## src/hdl/swaf_pkg.sv

```systemverilog
// ----------------------------------------------------------------------------
// swaf_pkg
// Shared constants, codes and types of the sliding window anagram finder.
// ----------------------------------------------------------------------------
`default_nettype none

package swaf_pkg;

    localparam int ALPHABET_SIZE = 26;
    localparam int MAX_PATTERN   = 256;
    localparam int MAX_TEXT      = 1048576;

    localparam int MODE_W   = 2;
    localparam int LETTER_W = 5;
    localparam int START_W  = 20;
    localparam int COUNT_W  = $clog2(MAX_PATTERN + 1);
    localparam int HIST_AW  = $clog2(MAX_PATTERN);
    localparam int POS_W    = $clog2(MAX_TEXT + 1);

    localparam int OPQ_DEPTH  = 4;
    localparam int OUTQ_DEPTH = 4;

    // input modes
    localparam logic [MODE_W-1:0] MODE_CLEAR   = 2'd0;
    localparam logic [MODE_W-1:0] MODE_PATTERN = 2'd1;
    localparam logic [MODE_W-1:0] MODE_TEXT    = 2'd2;

    // operation kinds passed from front to back
    localparam int KIND_W = 2;
    localparam logic [KIND_W-1:0] OP_CLEAR   = 2'd0;
    localparam logic [KIND_W-1:0] OP_PATTERN = 2'd1;
    localparam logic [KIND_W-1:0] OP_TEXT    = 2'd2;

    typedef struct packed {
        logic [KIND_W-1:0]   kind;
        logic [LETTER_W-1:0] sym;
        logic                remove;
        logic [HIST_AW-1:0]  rd_addr;
        logic [HIST_AW-1:0]  wr_addr;
        logic                emit;
        logic [START_W-1:0]  start;
    } swaf_op_t;

    typedef logic [ALPHABET_SIZE-1:0][COUNT_W-1:0] swaf_counts_t;

endpackage

`default_nettype wire

```

## src/hdl/swaf_ram.sv

```systemverilog
// ----------------------------------------------------------------------------
// swaf_ram
// Generic single write port, single read port RAM with registered read.
// ----------------------------------------------------------------------------
`default_nettype none

module swaf_ram #(
    parameter int WIDTH = 8,
    parameter int DEPTH = 256
) (
    input  wire logic                     clk,
    input  wire logic                     we,
    input  wire logic [$clog2(DEPTH)-1:0] waddr,
    input  wire logic [WIDTH-1:0]         wdata,
    input  wire logic [$clog2(DEPTH)-1:0] raddr,
    output logic      [WIDTH-1:0]         rdata
);

    logic [WIDTH-1:0] mem [DEPTH];

    // read-first on an address collision
    always_ff @(posedge clk)
    begin
        rdata <= mem[raddr];
        if (we)
        begin
            mem[waddr] <= wdata;
        end
    end

endmodule

`default_nettype wire

```

## src/hdl/swaf_front.sv

```systemverilog
// ----------------------------------------------------------------------------
// swaf_front
// Accept items, track lengths and positions, and classify each item into
// an operation for the back end.
// ----------------------------------------------------------------------------
`default_nettype none

module swaf_front (
    input  wire logic                          clk,
    input  wire logic                          rst_n,
    input  wire logic                          push,
    input  wire logic                          q_full,
    input  wire logic [swaf_pkg::MODE_W-1:0]   mode,
    input  wire logic [swaf_pkg::LETTER_W-1:0] letter,
    output logic                               op_push,
    output swaf_pkg::swaf_op_t                 op
);
    import swaf_pkg::*;

    logic [COUNT_W-1:0] plen_reg, plen_next;
    logic [POS_W-1:0]   tp_reg, tp_next;
    logic [HIST_AW-1:0] hp_reg, hp_next;
    logic               accept;
    logic               letter_ok;
    logic               op_valid;
    logic [POS_W-1:0]   tp_inc;
    logic [POS_W-1:0]   plen_ext;
    logic [POS_W-1:0]   start_full;

    assign accept     = push && !q_full;
    assign letter_ok  = letter < LETTER_W'(ALPHABET_SIZE);
    assign tp_inc     = tp_reg + POS_W'(1);
    assign plen_ext   = POS_W'(plen_reg);
    assign start_full = tp_inc - plen_ext;

    always_comb
    begin
        plen_next    = plen_reg;
        tp_next      = tp_reg;
        hp_next      = hp_reg;
        op_valid     = 1'b0;
        op.kind      = OP_CLEAR;
        op.sym       = letter;
        op.remove    = tp_reg >= plen_ext;
        op.rd_addr   = hp_reg - plen_reg[HIST_AW-1:0];
        op.wr_addr   = hp_reg;
        op.emit      = tp_inc >= plen_ext;
        op.start     = start_full[START_W-1:0];
        case (mode)
            MODE_CLEAR:
            begin
                op_valid  = 1'b1;
                plen_next = '0;
                tp_next   = '0;
                hp_next   = '0;
            end
            MODE_PATTERN:
            begin
                if (letter_ok && tp_reg == '0 && plen_reg < COUNT_W'(MAX_PATTERN))
                begin
                    op_valid  = 1'b1;
                    op.kind   = OP_PATTERN;
                    plen_next = plen_reg + COUNT_W'(1);
                end
            end
            MODE_TEXT:
            begin
                if (letter_ok && tp_reg < POS_W'(MAX_TEXT))
                begin
                    tp_next = tp_inc;
                    // with no pattern, only advance the position
                    if (plen_reg != '0)
                    begin
                        op_valid = 1'b1;
                        op.kind  = OP_TEXT;
                        hp_next  = hp_reg + HIST_AW'(1);
                    end
                end
            end
            default:
            begin
                op_valid = 1'b0;
            end
        endcase
    end

    assign op_push = accept && op_valid;

    always_ff @(posedge clk or negedge rst_n)
    begin
        if (!rst_n)
        begin
            plen_reg <= '0;
            tp_reg   <= '0;
            hp_reg   <= '0;
        end
        else if (accept)
        begin
            plen_reg <= plen_next;
            tp_reg   <= tp_next;
            hp_reg   <= hp_next;
        end
    end

endmodule

`default_nettype wire

```

## src/hdl/swaf_op_queue.sv

```systemverilog
// ----------------------------------------------------------------------------
// swaf_op_queue
// Short queue of classified operations between the front and back ends.
// ----------------------------------------------------------------------------
`default_nettype none

module swaf_op_queue (
    input  wire logic               clk,
    input  wire logic               rst_n,
    input  wire logic               wr_en,
    input  wire swaf_pkg::swaf_op_t wr_op,
    output logic                    full,
    input  wire logic               rd_en,
    output swaf_pkg::swaf_op_t      rd_op,
    output logic                    empty
);
    import swaf_pkg::*;

    localparam int AW = $clog2(OPQ_DEPTH);
    localparam int CW = $clog2(OPQ_DEPTH + 1);

    swaf_op_t        mem_reg [OPQ_DEPTH];
    logic [AW-1:0]   wr_ptr_reg;
    logic [AW-1:0]   rd_ptr_reg;
    logic [CW-1:0]   cnt_reg, cnt_next;
    logic            do_wr;
    logic            do_rd;

    assign full  = cnt_reg == CW'(OPQ_DEPTH);
    assign empty = cnt_reg == '0;
    assign rd_op = mem_reg[rd_ptr_reg];
    assign do_wr = wr_en && !full;
    assign do_rd = rd_en && !empty;

    always_comb
    begin
        cnt_next = cnt_reg;
        if (do_wr && !do_rd)
        begin
            cnt_next = cnt_reg + CW'(1);
        end
        else if (do_rd && !do_wr)
        begin
            cnt_next = cnt_reg - CW'(1);
        end
    end

    always_ff @(posedge clk)
    begin
        if (do_wr)
        begin
            mem_reg[wr_ptr_reg] <= wr_op;
        end
    end

    always_ff @(posedge clk or negedge rst_n)
    begin
        if (!rst_n)
        begin
            wr_ptr_reg <= '0;
            rd_ptr_reg <= '0;
            cnt_reg    <= '0;
        end
        else
        begin
            cnt_reg <= cnt_next;
            if (do_wr)
            begin
                wr_ptr_reg <= (wr_ptr_reg == AW'(OPQ_DEPTH - 1)) ? '0 : wr_ptr_reg + AW'(1);
            end
            if (do_rd)
            begin
                rd_ptr_reg <= (rd_ptr_reg == AW'(OPQ_DEPTH - 1)) ? '0 : rd_ptr_reg + AW'(1);
            end
        end
    end

endmodule

`default_nettype wire

```

## src/hdl/swaf_back.sv

```systemverilog
// ----------------------------------------------------------------------------
// swaf_back
// Carry out operations: history access, letter count update, window
// compare, and the result queue.
// ----------------------------------------------------------------------------
`default_nettype none

module swaf_back (
    input  wire logic                         clk,
    input  wire logic                         rst_n,
    input  wire logic                         q_empty,
    input  wire swaf_pkg::swaf_op_t           q_op,
    output logic                              q_pop,
    output logic                              empty,
    input  wire logic                         pop,
    output logic [swaf_pkg::START_W-1:0]      start_index
);
    import swaf_pkg::*;

    localparam int OAW = $clog2(OUTQ_DEPTH);
    localparam int OCW = $clog2(OUTQ_DEPTH + 1);
    localparam int LW  = OCW + 1;

    // stage B: history data arrives, counts update
    logic                b_valid_reg;
    swaf_op_t            b_op_reg;
    logic [LETTER_W-1:0] gone;

    // stage C: compare
    logic                c_valid_reg;
    logic                c_emit_reg;
    logic [START_W-1:0]  c_start_reg;
    logic                match;

    swaf_counts_t        pat_reg, pat_next;
    swaf_counts_t        win_reg, win_next;

    // result queue
    logic [START_W-1:0]  oq_reg [OUTQ_DEPTH];
    logic [OAW-1:0]      oq_wr_reg;
    logic [OAW-1:0]      oq_rd_reg;
    logic [OCW-1:0]      oq_cnt_reg, oq_cnt_next;
    logic                oq_push;
    logic                oq_pop;
    logic [LW-1:0]       level;

    // reserve queue room for everything in flight
    assign level = LW'(oq_cnt_reg) + LW'(b_valid_reg) + LW'(c_valid_reg);
    assign q_pop = !q_empty && (level < LW'(OUTQ_DEPTH));

    swaf_ram #(
        .WIDTH (LETTER_W),
        .DEPTH (MAX_PATTERN)
    ) u_hist (
        .clk   (clk),
        .we    (q_pop && q_op.kind == OP_TEXT),
        .waddr (q_op.wr_addr),
        .wdata (q_op.sym),
        .raddr (q_op.rd_addr),
        .rdata (gone)
    );

    always_comb
    begin
        pat_next = pat_reg;
        win_next = win_reg;
        if (b_valid_reg)
        begin
            case (b_op_reg.kind)
                OP_CLEAR:
                begin
                    pat_next = '0;
                    win_next = '0;
                end
                OP_PATTERN:
                begin
                    pat_next[b_op_reg.sym] = pat_reg[b_op_reg.sym] + COUNT_W'(1);
                end
                OP_TEXT:
                begin
                    // drop the oldest letter, then add the new one
                    if (b_op_reg.remove && gone < LETTER_W'(ALPHABET_SIZE)
                        && win_reg[gone] != '0)
                    begin
                        win_next[gone] = win_reg[gone] - COUNT_W'(1);
                    end
                    win_next[b_op_reg.sym] = win_next[b_op_reg.sym] + COUNT_W'(1);
                end
                default:
                begin
                    pat_next = pat_reg;
                end
            endcase
        end
    end

    always_comb
    begin
        match = 1'b1;
        for (int k = 0; k < ALPHABET_SIZE; k++)
        begin
            if (pat_reg[k] != win_reg[k])
            begin
                match = 1'b0;
            end
        end
    end

    assign oq_push     = c_valid_reg && c_emit_reg && match;
    assign empty       = oq_cnt_reg == '0;
    assign oq_pop      = pop && !empty;
    assign start_index = oq_reg[oq_rd_reg];

    always_comb
    begin
        oq_cnt_next = oq_cnt_reg;
        if (oq_push && !oq_pop)
        begin
            oq_cnt_next = oq_cnt_reg + OCW'(1);
        end
        else if (oq_pop && !oq_push)
        begin
            oq_cnt_next = oq_cnt_reg - OCW'(1);
        end
    end

    always_ff @(posedge clk)
    begin
        b_op_reg    <= q_op;
        c_start_reg <= b_op_reg.start;
        if (oq_push)
        begin
            oq_reg[oq_wr_reg] <= c_start_reg;
        end
    end

    always_ff @(posedge clk or negedge rst_n)
    begin
        if (!rst_n)
        begin
            b_valid_reg <= 1'b0;
            c_valid_reg <= 1'b0;
            c_emit_reg  <= 1'b0;
            pat_reg     <= '0;
            win_reg     <= '0;
            oq_wr_reg   <= '0;
            oq_rd_reg   <= '0;
            oq_cnt_reg  <= '0;
        end
        else
        begin
            b_valid_reg <= q_pop;
            c_valid_reg <= b_valid_reg;
            c_emit_reg  <= b_valid_reg && b_op_reg.kind == OP_TEXT && b_op_reg.emit;
            pat_reg     <= pat_next;
            win_reg     <= win_next;
            oq_cnt_reg  <= oq_cnt_next;
            if (oq_push)
            begin
                oq_wr_reg <= (oq_wr_reg == OAW'(OUTQ_DEPTH - 1)) ? '0 : oq_wr_reg + OAW'(1);
            end
            if (oq_pop)
            begin
                oq_rd_reg <= (oq_rd_reg == OAW'(OUTQ_DEPTH - 1)) ? '0 : oq_rd_reg + OAW'(1);
            end
        end
    end

endmodule

`default_nettype wire

```

## src/hdl/sliding_window_anagram_finder.sv

```systemverilog
// ----------------------------------------------------------------------------
// sliding_window_anagram_finder
// Report every text position where a window of pattern length is an
// anagram of the pattern.
// ----------------------------------------------------------------------------
// Usage:
//   Input queue side: drive mode and letter, raise push; the item transfers
//   on a clock edge with push high and full low. Mode clear wipes the
//   counts, lengths and positions, mode pattern adds a pattern letter (only
//   before any text), mode text slides the window by one letter.
//   Result queue side: while empty is low, start_index holds the oldest
//   match position; it transfers on an edge with pop high.
//   Throughput: one item per cycle sustained while the result side keeps
//   up. The rate is set by the per-letter count update, which retires one
//   letter per cycle together with one read and one write on the two-port
//   history RAM. Path: a matching text letter passes the queue, history
//   read, count update and compare before it shows up on the result side.
//   Reset: rst_n clears counts, lengths, positions and both queues at once;
//   the history RAM is not cleared and needs no sweep, since only letters
//   written since the last clear are ever read.
//   Stall: when pop stays low, the result queue fills, the back end holds,
//   the operation queue fills, and full rises; nothing is dropped.
// ----------------------------------------------------------------------------
`default_nettype none

module sliding_window_anagram_finder (
    input  wire logic                          clk,
    input  wire logic                          rst_n,
    input  wire logic                          push,
    output logic                               full,
    input  wire logic [swaf_pkg::MODE_W-1:0]   mode,
    input  wire logic [swaf_pkg::LETTER_W-1:0] letter,
    output logic                               empty,
    input  wire logic                          pop,
    output logic [swaf_pkg::START_W-1:0]       start_index
);
    import swaf_pkg::*;

    // classified operation from front to queue, and queue to back
    logic     op_push;
    swaf_op_t front_op;
    swaf_op_t queue_op;
    logic     q_full;
    logic     q_empty;
    logic     q_pop;

    assign full = q_full;

    // Front: hold pattern length, text position and history pointer;
    // drop items that change nothing.
    swaf_front u_front (
        .clk     (clk),
        .rst_n   (rst_n),
        .push    (push),
        .q_full  (q_full),
        .mode    (mode),
        .letter  (letter),
        .op_push (op_push),
        .op      (front_op)
    );

    // Decouple the two halves so each side can stall on its own.
    swaf_op_queue u_queue (
        .clk   (clk),
        .rst_n (rst_n),
        .wr_en (op_push),
        .wr_op (front_op),
        .full  (q_full),
        .rd_en (q_pop),
        .rd_op (queue_op),
        .empty (q_empty)
    );

    // Back: advance the window counts and compare against the pattern.
    swaf_back u_back (
        .clk         (clk),
        .rst_n       (rst_n),
        .q_empty     (q_empty),
        .q_op        (queue_op),
        .q_pop       (q_pop),
        .empty       (empty),
        .pop         (pop),
        .start_index (start_index)
    );

`ifndef SYNTHESIS
    a_no_push_when_full: assert property (@(posedge clk) disable iff (!rst_n)
        op_push |-> !q_full)
        else $error("operation pushed into a full queue");

    a_no_pop_when_empty: assert property (@(posedge clk) disable iff (!rst_n)
        q_pop |-> !q_empty)
        else $error("operation popped from an empty queue");

    a_clear_forwarded: assert property (@(posedge clk) disable iff (!rst_n)
        (push && !full && mode == MODE_CLEAR) |-> op_push)
        else $error("clear not forwarded to the back end");

    a_clear_reaches_queue: assert property (@(posedge clk) disable iff (!rst_n)
        (push && !full && mode == MODE_CLEAR) |=> !q_empty)
        else $error("queue empty right after a clear transfer");
`endif

endmodule

`default_nettype wire

```

## config.mk

```make
export PLATFORM = sky130hd
export DESIGN_NAME = sliding_window_anagram_finder
export DESIGN_NICKNAME = d
export VERILOG_FILES = /design/src/hdl/swaf_pkg.sv /design/src/hdl/swaf_ram.sv /design/src/hdl/swaf_front.sv /design/src/hdl/swaf_op_queue.sv /design/src/hdl/swaf_back.sv /design/src/hdl/sliding_window_anagram_finder.sv
export SDC_FILE = /design/constraint.sdc
export NUM_CORES = 2
export LEC_CHECK = 0
export ABC_AREA = 1
export BUFFER_PORTS_ARGS = -buffer_cell sky130_fd_sc_hd__buf_4
export CORE_ASPECT_RATIO = 1.75
export CORE_MARGIN = 2
export CORE_UTILIZATION = 30
export CTS_CLUSTER_DIAMETER = 30
export DETAILED_ROUTE_END_ITERATION = 6
export PLACE_DENSITY = 0.43
export SYNTH_ARGS = -nofsm -noshare
export SYNTH_HDL_FRONTEND = slang
export SYNTH_SLANG_ARGS = --single-unit
export TNS_END_PERCENT = 100
```

## constraint.sdc

```tcl
create_clock -name clk -period 11.8 [get_ports clk]
set_input_delay 1.77 -clock clk [delete_from_list [all_inputs] [get_ports clk]]
set_output_delay 1.77 -clock clk [all_outputs]
set_load 0.005 [all_outputs]
```

# [Word level (Yosys, flattened, before mapping)]
# Memories as Yosys holds them, arrays and structs flattened. A register that Yosys moved wholly into a read port is not among the register bits.
# Index checks and enable logic that the tools add are counted.
[totals] word_cells=261 regBits=572 n_memories=3 ramBits=1540
[mem_list] memory="u_back.u_hist.mem" words=256 word_bits=5 read_ports=1 rd_ports_with_merged_regs=1 write_ports=1 line="swaf_ram.sv:19" text="logic [WIDTH-1:0] mem [DEPTH];"
[mem_list] memory="u_queue.mem_reg" words=4 word_bits=45 read_ports=1 rd_ports_with_merged_regs=0 write_ports=1 line="swaf_op_queue.sv:22" text="swaf_op_t mem_reg [OPQ_DEPTH];"
[mem_list] memory="u_back.oq_reg" words=4 word_bits=20 read_ports=1 rd_ports_with_merged_regs=0 write_ports=1 line="swaf_back.sv:39" text="logic [START_W-1:0] oq_reg [OUTQ_DEPTH];"
[op_classes] magnitude_cmp=11 n_eq_ne=39 n_reduce_logical=47 addsub=18 n_mux=73
[ops] cell="one-hot mux 234 bit (2 select lines)" count=2
[ops] cell="bitwise mux 234 bit" count=3
[ops] cell="two-way mux 234 bit" count=3
[ops] cell="!= test 9 bit" count=26
[ops] cell="binary-select mux 9 bit (select 5 bit)" count=3
[ops] cell="demux 9 bit (select 5 bit)" count=2
[ops] cell="two-way mux 9 bit" count=6
[ops] cell=">= comparator 21 x 9 -> 1 bit" count=2
[ops] cell="one-hot mux 21 bit (2 select lines)" count=1
[ops] cell="two-way mux 1 bit" count=36
[ops] cell="adder 9 x 1 -> 9 bit (second input constant)" count=3
[ops] cell="logical AND 1 bit" count=22
[ops] cell="adder 21 x 1 -> 21 bit (second input constant)" count=1
[ops] cell="logical NOT 21 bit" count=1
[ops] cell="less-than comparator 21 bit (second input constant)" count=1
[ops] cell="two-way mux 21 bit" count=1
[ops] cell="subtractor 20 x 9 -> 20 bit" count=1
[ops] cell="one-hot mux 9 bit (2 select lines)" count=1
[ops] cell="nonzero test 9 bit" count=2
[ops] cell="two-way mux 8 bit" count=2
[ops] cell="one-hot mux 8 bit (2 select lines)" count=1
[ops] cell="equality test 2 bit (second input constant)" count=7
[ops] cell="less-than comparator 5 x 6 -> 1 bit (second input constant)" count=2
[ops] cell="two-way mux 2 bit" count=6
[ops] cell="other kinds (25)" count=53

# [Logic depth before layout (Yosys ltp)]
[depth] word_depth=32 mapped_depth=40 ltp_nobuf=34

# [By module]
# From an unflattened synthesis, not the netlist that was laid out.
[hier_totals] cells_unflattened=11251 area_unflattened_um2=102288.1
[by_module_without_submodules] mod="swaf_ram" seq_area_each_um2=38537.0 area_per_inst_um2=52718.1 cells_each=4552 instances=1
[by_module_without_submodules] mod="swaf_back" seq_area_each_um2=15344.7 area_per_inst_um2=38021.5 cells_each=5545 instances=1
[by_module_without_submodules] mod="swaf_op_queue" seq_area_each_um2=5580.4 area_per_inst_um2=7711.1 cells_each=585 instances=1
[by_module_without_submodules] mod="swaf_front" seq_area_each_um2=950.9 area_per_inst_um2=3837.4 cells_each=569 instances=1

# [Worst setup path after synthesis]
# OpenSTA, ideal clock, no wires.
[synth_timing] path_kind="register to register" startpoint="register u_queue.rd_ptr_reg[0]" endpoint="memory u_back.u_hist.mem[0][0] (netlist name) (data pin)" arrival_time_ns=8.755 slack_ns=1.454 path_stages_with_launch=8 n_path_buf=5 period_less_slack_ns=10.346 t_required_ns=10.209 path_cell_list="dfrtp_1 > clkbuf_1 > clkbuf_1 > clkbuf_1 > clkbuf_1 > clkbuf_1 > nor2_1 > o22ai_1"
[synth_lines] item="from (decl)" line="swaf_op_queue.sv:24" text="logic [AW-1:0] rd_ptr_reg;"
[synth_lines] item="from (signal assigned)" line="swaf_op_queue.sv:73" text="rd_ptr_reg <= (rd_ptr_reg == AW'(OPQ_DEPTH - 1)) ? '0 : rd_ptr_reg + AW'(1);"
[synth_lines] item="to (decl)" line="swaf_ram.sv:19"

# [Final worst setup path]
[layout_timing] startpoint="register u_back.u_hist.rdata[0] (read register of u_back.u_hist.mem)" endpoint="register u_back.win_reg[224] (netlist name)"
[layout_via] elab_chain_len=13 elab_cells_between_ends=21 classes_between="add/sub (2); order compare (3); mux (12); reduce/logical (4)"
[layout_lines] item="from (decl)" line="swaf_ram.sv:16" text="output logic [WIDTH-1:0] rdata"
[layout_lines] item="branches (longest 5 deep; another with subtractor 9 x 1 -> 9 bit)"
[layout_lines] item="two-way mux 234 bit *" line="swaf_back.sv:82" text="if (b_op_reg.remove && gone < LETTER_W'(ALPHABET_SIZE)"
[layout_lines] item="two-way mux 234 bit *" line="swaf_back.sv:69" text="case (b_op_reg.kind)"
[layout_lines] item="two-way mux 234 bit *" line="swaf_back.sv:67" text="if (b_valid_reg)"
[layout_lines] item="binary-select mux 9 bit (select 5 bit)" line="swaf_back.sv:87" text="win_next[b_op_reg.sym] = win_next[b_op_reg.sym] + COUNT_W'(1);"
[layout_lines] item="two-way mux 9 bit (not written as such)" line="swaf_back.sv:87"
[layout_lines] item="adder 9 x 1 -> 9 bit" line="swaf_back.sv:87"
[layout_lines] item="bitwise mux 234 bit *" line="swaf_back.sv:87"
[layout_lines] item="one-hot mux 234 bit (2 select lines) *" line="swaf_back.sv:69"
[layout_lines] item="to (signal assigned)" line="swaf_back.sv:156" text="win_reg <= win_next;"
[layout_lines] item="to (decl)" line="swaf_back.sv:36" text="swaf_counts_t win_reg, win_next;"
# Every way passes the cells marked *. The select of a mux whose other input is x is not followed.
# A chain may end at the register's enable or synchronous reset.

==> results.md <==
- Number of global-route vias before repair: 87500
- Drt pass-1 iters: 7
- Placed inst area: 106000 µm²
- Yosys reg bits: 2117
- Synth cell types: 65
- Cell Pwr Density: 372 nW/µm²
- Top FF cell, synth: edfxtp_1
- Largest net degree at the start of global routing: 163
- Avg Vias per Cell: 5.60
- Slowest stage cell, crit path: nor2_2
- DP Cell Count: 14700
- CTS tree: done
- Reg-to-reg critical path startpoint: u_back.u_hist.rdata[0]
- Final min period: 8.70 ns
- R2R cell count: 30
- Initial antenna violation count: 70
- Residual DRC: 2
- Ys async rst share: 24.7%
- Startpoint Class: flip-flop
- Most common cell after layout, fill and taps aside: nand2_1
- Filler cells: 33600
- Slew @ Worst Pin: 1.56 ns
- Final setup viols: 0
- Initial Utilization: 30.2%
- Fin util: 36.5%
- Hold Crit Class: reg2reg
- FF-to-FF End: u_back.win_reg[224]
- Reg2Reg Setup Slack: 3.10 ns
- Crit. Startpoint: u_back.u_hist.rdata[0]
- Peak Freq: 0.115 GHz
- HPWL Detailed: 409 mm
- Post-Syn Area per Cell: 9.44 µm²
- Gr usage total: 33.4%
- Drt total wl: 573 mm
- CP peak stage delay: 0.87 ns
- CP Data Arrival Time: 9.61 ns
- Layout cell share with drive strength beyond 1: 11.2%
- Grt total ovfl: 0
- Failing checks: design-rule violations, max-capacitance violations, max-slew violations
- Slew HR: -4.62%
- GP Congestion: 1.09
- # nets final: 10800
- Commonest non-fill, non-tap cells in the layout: nand2_1, nor2_1, edfxtp_1, o21ai_0, inv_1
- Sequential fraction of the synthesis area: 60.2%
- Max_cap viols: 2
- Die Area: 339000 µm²
- Post-route antenna net violation count: 0
- Synthesized cell area: 100000 µm²
- RSZ-0062 raised after global routing: false
- First-pass GRT wire length: 768 mm
- Tcrit/Tclk final: 73.7%
- Reg clk slew, reported paths: 0.06 ns
- CP endpoint: u_back.win_reg[224]
- Hold Vio Cnt, Final: 0
- Crit path top cell by count: nand2_1
- Clk_skew: 0.0830 ns
- CP Capture Type: flip-flop
- Critical Path RT: 12.71 ns
- Status: finished with violations
- Num CTS Buffers: 419
- Syn Nets: 10700
- Post-cts hold buffer count: 0
- Sink Count: 2117
- Synthesized instance count: 10600
- H-tree levels: 5
- # rows: 280
- Warnings, synthesis: 0
- Fin cells: 15500
- Routed vias: 87000
- Worst-path maximum fanout: 29
- Final slew viol count: 2
- Initial DRC Count: 8650
- Setup_tns: 0 ns
- Post-synth EDFFs: 1540
- Clock root buffer: clkbuf_16
- Fin area: 121000 µm²
- Max FFs per register: 1280
- P_leak: 47.0 nW
- Max VDD drop: 0.445 mV
- IO Port Bufs: 32
- Setup CP Type: reg2reg
- Gates resized, CTS repair: 0
- Chip Height: 769 µm
- Worst skew pair latency: 1.03 ns
- Ports: 33
- Die X: 441 µm
- Setup Fix Bufs, Post-CTS: 0
- Core Box Area: 332000 µm²
- Max Buffers Root-to-Sink: 4
- Drt wl/cell: 36.9 µm
- Area growth syn-to-layout: 21.1%
logic make-up after synthesis:
group | synth area share, %
AND/OR/NAND/NOR | 19.4
flip-flops | 60.2
AO/OA/AOI/OAI | 13.0
buffers and inverters | 5.67
XOR/XNOR | 0.978
adder cells (fa/ha/maj) | 0.716
multiplexers | 0.0112
cell type report:
| class | instances | area (µm²) | share of cell area (%) |
|---|---|---|---|
| Multi-Input combinational cell | 7075 | 34700 | 28.6 |
| Clock buffer | 481 | 11100 | 9.17 |
| Antenna cell | 61 | 153 | 0.126 |
| Tap cell | 4371 | 5470 | 4.50 |
| Timing Repair Buffer | 337 | 2790 | 2.30 |
| Inverter | 807 | 3060 | 2.52 |
| Sequential cell | 2117 | 60400 | 49.8 |
| Clock inverter | 291 | 3640 | 3.00 |
how the worst min path moves through the flow:
stage	start	end	slack, ns	depth (start not counted)
final	u_back.b_op_reg[11]	u_back.c_start_reg[11]	0.32	0
after global routing	u_back.b_op_reg[18]	u_back.c_start_reg[18]	0.34	0
after CTS	u_back.b_op_reg[11]	u_back.c_start_reg[11]	0.32	0
after floorplan	u_back.b_op_reg[0]	u_back.c_start_reg[0]	0.31	0
after detailed placement	u_back.b_op_reg[18]	u_back.c_start_reg[18]	0.31	0
after global placement	u_back.b_op_reg[11]	u_back.c_start_reg[11]	0.31	0
metrics by stage:
stage,hold slack (ns),worst slack (ns),power [mW]
after detailed placement,0.312,3.54,32.2
after CTS,0.323,3.53,44.8
after global routing,0.337,3.26,46.3
after global placement,0.314,3.21,32.2
after floorplan,0.310,1.45,20.8
final,0.321,3.10,45.2
synthesized netlist by cell type (43+ instances only):
cell | count | area, µm²
nand3_1 | 516 | 2580
o32ai_1 | 322 | 2820
o21ai_0 | 895 | 4480
nor2_1 | 1782 | 6690
o2111ai_1 | 45 | 394
dfrtp_1 | 523 | 13100
o21ai_1 | 43 | 215
nand4_1 | 45 | 282
xor2_1 | 88 | 771
o211ai_1 | 44 | 330
o221ai_1 | 51 | 447
o22ai_1 | 523 | 3270
edfxtp_1 | 1540 | 46200
buf_1 | 47 | 176
buf_2 | 48 | 240
ha_1 | 51 | 638
dfxtp_1 | 54 | 1080
inv_1 | 769 | 2890
clkbuf_1 | 493 | 1850
nand2_1 | 2286 | 8580
a21oi_1 | 126 | 631
report_power, final:
part / internal, mW / switching, mW
clock network: 8.16 / 4.38
logic: 4.35 / 17.4
registers: 9.78 / 1.20
total: 22.3 / 22.9
per-layer routing:
layer  global-route usage [%]  vias to the layer above  wire (µm)
met4                     34.7                       26      71100
met3                     7.16                     1907      32300
met1                     32.1                    43400     183000
li1                         -                    37400          -
met5                        0                        -        165
met2                     57.2                     4311     287000
critical path: cells and delay by family (launching register included):
| family | cells | cell delay (ns) |
|---|---|---|
| AOI/OAI and AO/OA | 1 | 0.13 |
| DFF | 1 | 0.50 |
| and+or+nand+nor | 24 | 6.13 |
| adders and majority gates | 2 | 0.48 |
| buffers and inverters | 3 | 1.26 |
Power figures use the tool's default switching activity.
